`src/rtl/cbu_pkg.sv`:
```
// Package for the colour blend unit: configuration struct, factor and
// equation codes, and the shared arithmetic helpers. No dependencies.
package cbu_pkg;

  localparam int ChanW   = 8;
  localparam int ProdW   = 2 * ChanW;
  localparam int FactorW = 4;
  localparam int EqW     = 3;
  localparam int AddrW   = 4;
  localparam int DataW   = 32;
  localparam int Lanes   = 4;

  localparam logic [ChanW-1:0] UnormOne = '1;

  // Factor codes
  localparam logic [FactorW-1:0] FAC_ZERO         = 4'd0;
  localparam logic [FactorW-1:0] FAC_ONE          = 4'd1;
  localparam logic [FactorW-1:0] FAC_SRC_COL      = 4'd2;
  localparam logic [FactorW-1:0] FAC_INV_SRC_COL  = 4'd3;
  localparam logic [FactorW-1:0] FAC_DST_COL      = 4'd4;
  localparam logic [FactorW-1:0] FAC_INV_DST_COL  = 4'd5;
  localparam logic [FactorW-1:0] FAC_SRC_ALPHA    = 4'd6;
  localparam logic [FactorW-1:0] FAC_INV_SRC_ALPHA = 4'd7;
  localparam logic [FactorW-1:0] FAC_DST_ALPHA    = 4'd8;
  localparam logic [FactorW-1:0] FAC_INV_DST_ALPHA = 4'd9;

  // Equation codes
  localparam logic [EqW-1:0] EQ_ADD     = 3'd0;
  localparam logic [EqW-1:0] EQ_SUB     = 3'd1;
  localparam logic [EqW-1:0] EQ_REV_SUB = 3'd2;
  localparam logic [EqW-1:0] EQ_MIN     = 3'd3;
  localparam logic [EqW-1:0] EQ_MAX     = 3'd4;

  // Register indexes
  localparam logic [1:0] REG_SRC_FACTOR = 2'd0;
  localparam logic [1:0] REG_DST_FACTOR = 2'd1;
  localparam logic [1:0] REG_BLEND_EQ   = 2'd2;

  localparam logic [FactorW-1:0] SrcFactorReset = FAC_SRC_ALPHA;
  localparam logic [FactorW-1:0] DstFactorReset = FAC_INV_SRC_ALPHA;
  localparam logic [EqW-1:0]     BlendEqReset   = EQ_ADD;

  typedef struct packed {
    logic [FactorW-1:0] src_factor;
    logic [FactorW-1:0] dst_factor;
    logic [EqW-1:0]     blend_equation;
  } cbu_cfg_t;

  typedef logic [ChanW-1:0] chan_t;
  typedef logic [ProdW-1:0] prod_t;

  // Select a blend factor for one channel; unknown codes give zero.
  function automatic chan_t pick_factor(input logic [FactorW-1:0] code,
                                        input chan_t s_col, input chan_t d_col,
                                        input chan_t s_alpha, input chan_t d_alpha);
    chan_t f;
    case (code)
      FAC_ZERO:          f = '0;
      FAC_ONE:           f = UnormOne;
      FAC_SRC_COL:       f = s_col;
      FAC_INV_SRC_COL:   f = UnormOne - s_col;
      FAC_DST_COL:       f = d_col;
      FAC_INV_DST_COL:   f = UnormOne - d_col;
      FAC_SRC_ALPHA:     f = s_alpha;
      FAC_INV_SRC_ALPHA: f = UnormOne - s_alpha;
      FAC_DST_ALPHA:     f = d_alpha;
      FAC_INV_DST_ALPHA: f = UnormOne - d_alpha;
      default:           f = '0;
    endcase
    return f;
  endfunction

  // round(p / 255) for p = f * c; exact for every product of two 8-bit channels.
  function automatic chan_t div255_round(input prod_t p);
    prod_t x;
    prod_t t;
    x = p + prod_t'(127);
    t = x + prod_t'(x >> ChanW) + prod_t'(1);
    return t[ProdW-1:ChanW];
  endfunction

endpackage

```
`src/rtl/cbu_lane.sv`:
```
// One channel lane of the colour blend unit: factor select, two products
// held in a register, then rounding and the blend equation.
// Depends on cbu_pkg.
module cbu_lane
  import cbu_pkg::*;
(
  input  logic     clk,
  input  logic     load,
  input  cbu_cfg_t cfg,
  input  chan_t    s_col,
  input  chan_t    d_col,
  input  chan_t    s_alpha,
  input  chan_t    d_alpha,
  output chan_t    result
);

  chan_t f_src;
  chan_t f_dst;
  prod_t prod_l;
  prod_t prod_r;
  chan_t term_l;
  chan_t term_r;
  logic [ChanW:0] sum;

  assign f_src = pick_factor(cfg.src_factor, s_col, d_col, s_alpha, d_alpha);
  assign f_dst = pick_factor(cfg.dst_factor, s_col, d_col, s_alpha, d_alpha);

  always_ff @(posedge clk) begin
    if (load) begin
      prod_l <= prod_t'(f_src) * prod_t'(s_col);
      prod_r <= prod_t'(f_dst) * prod_t'(d_col);
    end
  end

  assign term_l = div255_round(prod_l);
  assign term_r = div255_round(prod_r);
  assign sum    = {1'b0, term_l} + {1'b0, term_r};

  always_comb begin
    case (cfg.blend_equation)
      EQ_ADD:     result = sum[ChanW] ? UnormOne : sum[ChanW-1:0];
      EQ_SUB:     result = (term_l > term_r) ? term_l - term_r : '0;
      EQ_REV_SUB: result = (term_r > term_l) ? term_r - term_l : '0;
      EQ_MIN:     result = (term_l < term_r) ? term_l : term_r;
      EQ_MAX:     result = (term_l > term_r) ? term_l : term_r;
      default:    result = '0;
    endcase
  end

endmodule

```
`src/rtl/cbu_merge.sv`:
```
// Merge stage of the colour blend unit: gathers the four lane results into
// the output pixel register and runs the output handshake. Depends on cbu_pkg.
module cbu_merge
  import cbu_pkg::*;
(
  input  logic              clk,
  input  logic              rst,
  input  logic              lane_valid,
  input  chan_t [Lanes-1:0] lane_result,
  output logic              take,
  output logic              out_valid,
  input  logic              out_ready,
  output chan_t [Lanes-1:0] pixel
);

  assign take = !out_valid || out_ready;

  always_ff @(posedge clk) begin
    if (rst) begin
      out_valid <= 1'b0;
    end else if (take) begin
      out_valid <= lane_valid;
    end
  end

  always_ff @(posedge clk) begin
    if (take && lane_valid) begin
      pixel <= lane_result;
    end
  end

endmodule

```
`src/rtl/color_blend_unit_core.sv`:
```
// Top level of the colour blend unit: APB register file, four channel lanes
// and the merge stage. Depends on cbu_pkg, cbu_lane and cbu_merge.
//
//  channel | handshake                        | payload
//  --------+----------------------------------+----------------------------------
//  input   | in_valid / in_ready              | src_r..src_a, dst_r..dst_a
//  output  | out_valid / out_ready            | out_r, out_g, out_b, out_a
//  config  | psel, penable, pwrite, pready    | paddr, pwdata, prdata
//
// One pixel transfer is taken every clock while in_ready is high; each result
// is registered twice: in the product register, then the output pixel register.
// The product register holds the 8x8 multiplier results of each lane.
// Reset (synchronous, active high) empties both stages and loads the default
// factors: source alpha, one minus source alpha, add.
// A stalled output holds its pixel; the product stage still fills behind it,
// so in_ready drops only when both stages are full and out_ready is low.
module color_blend_unit_core
  import cbu_pkg::*;
(
  input  logic             clk,
  input  logic             rst,
  // APB configuration port
  input  logic             psel,
  input  logic             penable,
  input  logic             pwrite,
  input  logic [AddrW-1:0] paddr,
  input  logic [DataW-1:0] pwdata,
  output logic [DataW-1:0] prdata,
  output logic             pready,
  // input pixel pair
  input  logic             in_valid,
  output logic             in_ready,
  input  logic [7:0]       src_r,
  input  logic [7:0]       src_g,
  input  logic [7:0]       src_b,
  input  logic [7:0]       src_a,
  input  logic [7:0]       dst_r,
  input  logic [7:0]       dst_g,
  input  logic [7:0]       dst_b,
  input  logic [7:0]       dst_a,
  // blended pixel
  output logic             out_valid,
  input  logic             out_ready,
  output logic [7:0]       out_r,
  output logic [7:0]       out_g,
  output logic [7:0]       out_b,
  output logic [7:0]       out_a
);

  cbu_cfg_t          cfg;
  logic [1:0]        reg_index;
  logic              cfg_write;
  logic              s1_valid;
  logic              s1_load;
  logic              take;
  chan_t [Lanes-1:0] src_pix;
  chan_t [Lanes-1:0] dst_pix;
  chan_t [Lanes-1:0] lane_result;
  chan_t [Lanes-1:0] pixel;

  // ---------------------------------------------------------------------
  // Register file: word-addressed, index in paddr[3:2]; writes beyond the
  // last register are dropped.
  // ---------------------------------------------------------------------
  assign pready    = 1'b1;
  assign reg_index = paddr[3:2];
  assign cfg_write = psel && penable && pwrite && pready;

  always_ff @(posedge clk) begin
    if (rst) begin
      cfg.src_factor     <= SrcFactorReset;
      cfg.dst_factor     <= DstFactorReset;
      cfg.blend_equation <= BlendEqReset;
    end else if (cfg_write) begin
      case (reg_index)
        REG_SRC_FACTOR: cfg.src_factor     <= pwdata[FactorW-1:0];
        REG_DST_FACTOR: cfg.dst_factor     <= pwdata[FactorW-1:0];
        REG_BLEND_EQ:   cfg.blend_equation <= pwdata[EqW-1:0];
        default:        ;
      endcase
    end
  end

  always_comb begin
    case (reg_index)
      REG_SRC_FACTOR: prdata = DataW'(cfg.src_factor);
      REG_DST_FACTOR: prdata = DataW'(cfg.dst_factor);
      REG_BLEND_EQ:   prdata = DataW'(cfg.blend_equation);
      default:        prdata = '0;
    endcase
  end

  // ---------------------------------------------------------------------
  // Product stage control: advance whenever the stage is empty or its
  // pixel moves on into the merge stage this cycle.
  // ---------------------------------------------------------------------
  assign s1_load  = !s1_valid || take;
  assign in_ready = s1_load;

  always_ff @(posedge clk) begin
    if (rst) begin
      s1_valid <= 1'b0;
    end else if (s1_load) begin
      s1_valid <= in_valid;
    end
  end

  // Lane order: red, green, blue, alpha.
  assign src_pix = {src_a, src_b, src_g, src_r};
  assign dst_pix = {dst_a, dst_b, dst_g, dst_r};

  for (genvar ln = 0; ln < Lanes; ln++) begin : g_lane
    cbu_lane u_lane (
      .clk     (clk),
      .load    (s1_load && in_valid),
      .cfg     (cfg),
      .s_col   (src_pix[ln]),
      .d_col   (dst_pix[ln]),
      .s_alpha (src_a),
      .d_alpha (dst_a),
      .result  (lane_result[ln])
    );
  end

  cbu_merge u_merge (
    .clk         (clk),
    .rst         (rst),
    .lane_valid  (s1_valid),
    .lane_result (lane_result),
    .take        (take),
    .out_valid   (out_valid),
    .out_ready   (out_ready),
    .pixel       (pixel)
  );

  assign out_r = pixel[0];
  assign out_g = pixel[1];
  assign out_b = pixel[2];
  assign out_a = pixel[3];

  // ---------------------------------------------------------------------
  // Assertions
  // ---------------------------------------------------------------------
  // A pixel held in the product stage behind a stalled output stays put.
  a_s1_hold: assert property (@(posedge clk) disable iff (rst)
    s1_valid && out_valid && !out_ready |=> s1_valid)
    else $error("product stage lost a pixel under output stall");

  // Input back-pressure only when both stages are occupied and out_ready is low.
  a_ready_low: assert property (@(posedge clk) disable iff (rst)
    !in_ready |-> out_valid && s1_valid && !out_ready)
    else $error("in_ready low without a full pipeline");

  // An accepted transfer occupies the product stage next cycle.
  a_fill: assert property (@(posedge clk) disable iff (rst)
    in_valid && in_ready |=> s1_valid)
    else $error("accepted pixel missing from product stage");

  // A drained output with nothing behind it empties.
  a_drain: assert property (@(posedge clk) disable iff (rst)
    out_valid && out_ready && !s1_valid |=> !out_valid)
    else $error("output repeated a pixel");

endmodule
```
`config.mk`:
```
export PLATFORM = sky130hd
export DESIGN_NAME = color_blend_unit_core
export DESIGN_NICKNAME = d
export VERILOG_FILES = /design/src/rtl/cbu_pkg.sv /design/src/rtl/cbu_lane.sv /design/src/rtl/cbu_merge.sv /design/src/rtl/color_blend_unit_core.sv
export SDC_FILE = /design/constraint.sdc
export NUM_CORES = 2
export LEC_CHECK = 0
export BUFFER_PORTS_ARGS = -buffer_cell sky130_fd_sc_hd__buf_2
export CORE_MARGIN = 1.5
export CORE_UTILIZATION = 59
export CTS_BUF_LIST = sky130_fd_sc_hd__clkbuf_16
export DETAILED_ROUTE_END_ITERATION = 16
export GPL_ROUTABILITY_DRIVEN = 0
export PLACE_DENSITY = 0.83
export REMOVE_ABC_BUFFERS = 1
export SETUP_SLACK_MARGIN = 0.05
export SYNTH_ARGS = -nofsm -noshare
export SYNTH_HDL_FRONTEND = slang
export SYNTH_SLANG_ARGS = --single-unit
```
`constraint.sdc`:
```
create_clock -name clk -period 7.15 [get_ports clk]
set_input_delay 1.43 -clock clk [delete_from_list [all_inputs] [get_ports clk]]
set_output_delay 1.43 -clock clk [all_outputs]
set_load 0.01 [all_outputs]
```
==> results.cfg <==
[synth]
yosysMostFrequentCell = inv_1
synth_xor_area_share_pct = 6.45
seq_area_frac_synth_pct = 14.6
synth_top_area_cell = fa_1
synth_top_family_by_area = adder cells
yosys_warnings = 0
synth.area.mux_share_pct = 0.871
synth_top_area_share_pct = 17.3
synth_cells = 4139
synthAdderAreaFrac_pct = 33.5
ys_top_cells_by_area = fa_1 (17%), ha_1 (16%), edfxtp_1 (14%), inv_1 (6.9%), and2_1 (5.2%)
synthFlopType = edfxtp_1
netlist_area_sq_um = 34600
ys_ff_latch = 173
synth_edf_count = 160
syn_avg_cell_area_sq_um = 8.36
synthArstFlopShare_pct = 0
synth-simple-area-share_pct = 18.7
ys_types = 91
synth_common_cells = inv_1 (641), nand2_1 (445), ha_1 (444)
synth_compound_area_share_pct = 16.5

[power_and_ir_drop]
p_leak_nw = 17.5
ir_drop_v = 0.000534
internal_power_w = 0.00861
combPwrFrac_pct = 81.1
switching_power_w = 0.00905
p_total_w = 0.0177
seqPwrFrac_pct = 13.2
pwr_density_cell_nw_per_um2 = 480
clock_power_share_pct = 5.6
switching_share_pct = 51.2

[grt]
antenna_found_initial = 8
grt_pass1_wl_mm = 140
grt_pass1_vias = 29000
grt_overflow = 0
grt_max_degree = 66
grt_util_all_layers_pct = 28.7

[worst_setup_path]
startpoint_type = input pin
endpoint_kind = flop
cp.arrival_ns = 7.03
critPathKind = input pin to flop
required_ns = 7.41
worstPathMaxFanout = 8

[floorplan]
num_io_pins = 174
die_area_sq_um = 60100
start_util_pct = 59.9
fp.dieW_um = 245
dieHeight_um = 245
core_sq_um = 57800
rows = 88

[timing]
fin_crit_sh_pct = 94.7
hold_viol = 0
fin_worst_skew_ns = 0.0178
rsz0062_at_grt = true
worst_pin_slew_ns = 1.26
period_minus_slack_ns = 6.77
setup_viol = 0
slew_headroom_pct = 15.0
fmax_mhz = 148
slew_violations = 0

[placed_design]
port_buffers = 114
placedCellCount = 4944
dp_hpwl_mm = 67.7

[clocking]
cts_inserted_buffers = 17
clkSinkCount = 173
clk_latency_ns = 0.51
cts_hold_buffers = 0
cts.htree.levels = 4
cts_buffer_depth = 2
cts-root-buf = clkbuf_16
path_clk_slew_ns = 0.08
cts_tree = done

[finish]
fillers = 4750
final_net_count = 5049
drive_above_1_share_pct = 7.31
syn2layout_area_growth_pct = 6.32
final_cell_count_no_fill = 4988

[run]
max_cap_violations = 0

[detailed_routing]
wirelength_mm = 85.9
wl_per_cell_um = 17.2
dr.pass1.iters = 6
drt_first_iter_violations = 2332
drc = 0
vias = 29900
ant_nets = 0
via_per_inst = 6.00

[run_status]
status = finished, final reports clean

[min_path]
hold_class = flop to flop
[power groups by stage]
stage	combinational (W)	clock (W)	sequential, W
final	0.0143	0.000996	0.00233
after global routing	0.0160	0.00105	0.00239
after CTS	0.0141	0.00102	0.00233
after detailed placement	0.0140	0	0.00235
after global placement	0.0136	0	0.00233
after floorplan	0.0109	0	0.00232
[path summary, 6_finish.rpt]
kind | startpoint | to | slack (ns) | depth (start not counted)
hold reg to reg | s1_valid$_SDFFE_PP0N_ | u_merge.out_valid$_SDFFE_PP0P_ | 0.53 | 2
hold / removal | s1_valid$_SDFFE_PP0N_ | u_merge.out_valid$_SDFFE_PP0P_ | 0.53 | 2
setup reg to reg | g_lane[0].u_lane.prod_r[0]$_DFFE_PP_ | u_merge.pixel[1]$_DFFE_PP_ | 0.43 | 25
setup / recovery | dst_a[6] | g_lane[2].u_lane.prod_r[14]$_DFFE_PP_ | 0.38 | 17
[routing by layer]
metal,GRT usage (%),vias to the layer above,share of wire (%)
met4,14.1,2,4.4
met2,47.2,1273,46
li1,-,14100,-
met1,36.0,14300,41
met3,5.70,249,8.9
met5,0,-,0.012
[through the flow]
step                      hold WS [ns]  instance area (sq um)  utilization [%]  setup slack, ns  setup TNS (ns)
after global routing             0.548                  36800             63.6         -0.00500        -0.00500
after floorplan                  0.478                  33900                -            0.626               0
after CTS                        0.529                  36700             63.5            0.333               0
after detailed placement         0.516                  36100             62.5           0.0598               0
after global placement           0.514                  36100             62.5            0.129               0
final                            0.525                  36800             63.7            0.376               0
[cell usage in the layout, fill, tap and decap left out, types with 22 or more instances in the layout]
master / count
edfxtp_1: 160
o21ai_1: 40
o21ai_0: 133
a221o_1: 58
a21oi_1: 149
fa_1: 300
nor3_1: 45
and2_1: 289
o221ai_1: 89
xnor2_1: 179
xor2_1: 76
o21bai_1: 26
buf_4: 92
mux2i_1: 29
o21a_1: 22
nand2_1: 445
conb_1: 29
nand2b_1: 42
nor2_1: 193
inv_1: 641
o22ai_1: 32
buf_2: 114
o211ai_1: 22
nand3_1: 53
nor2b_1: 61
or2_2: 22
ha_1: 444
a21o_1: 32
[final cells by class]
class                      instances  area (sq um)  area share (%)
clock buffer                      17           425            1.16
multi-input combinational       3159         26500            72.0
antenna                           12          30.0          0.0816
clock inverter                    15           174           0.472
tap                              765           957            2.60
timing repair buffer             206          1260            3.43
sequential                       173          5070            13.8
inverter                         641          2410            6.54
[critical path: stages]
cell     delay (ns)
buf_2          0.11
and2_1         0.18
a22o_1         0.18
o21ai_0        0.96
o21ai_1        0.60
nand2_1        0.23
fa_1           0.45
fa_1           0.47
fa_1           0.52
fa_1           0.55
inv_1          0.04
ha_1           0.22
or2_2          0.30
o22ai_1        0.15
o21ai_0        0.15
o41ai_1        0.38
xnor2_1        0.10
[sequential cells by signal, indices dropped and copies added (netlist names)]
name / flops
s1_valid: 1
g_lane.u_lane.prod_r: 64
u_merge.pixel: 32
u_merge.out_valid: 1
g_lane.u_lane.prod_l: 64
cfg: 11
[logic make-up after synthesis]
kind of cell,count (synthesis)
compound gates,817
xor+xnor,255
fa+ha+maj,746
buf+inv,834
flops,173
mux,30
other cells,2
simple gates,1282
[timing repair]
action	4_1_cts	5_1_grt
gates resized for setup	0	12
endpoints found under the setup margin	0	17
buffers inserted	0	0
hold endpoints to repair	0	0
No activity file was read; power rests on OpenSTA's default activity.
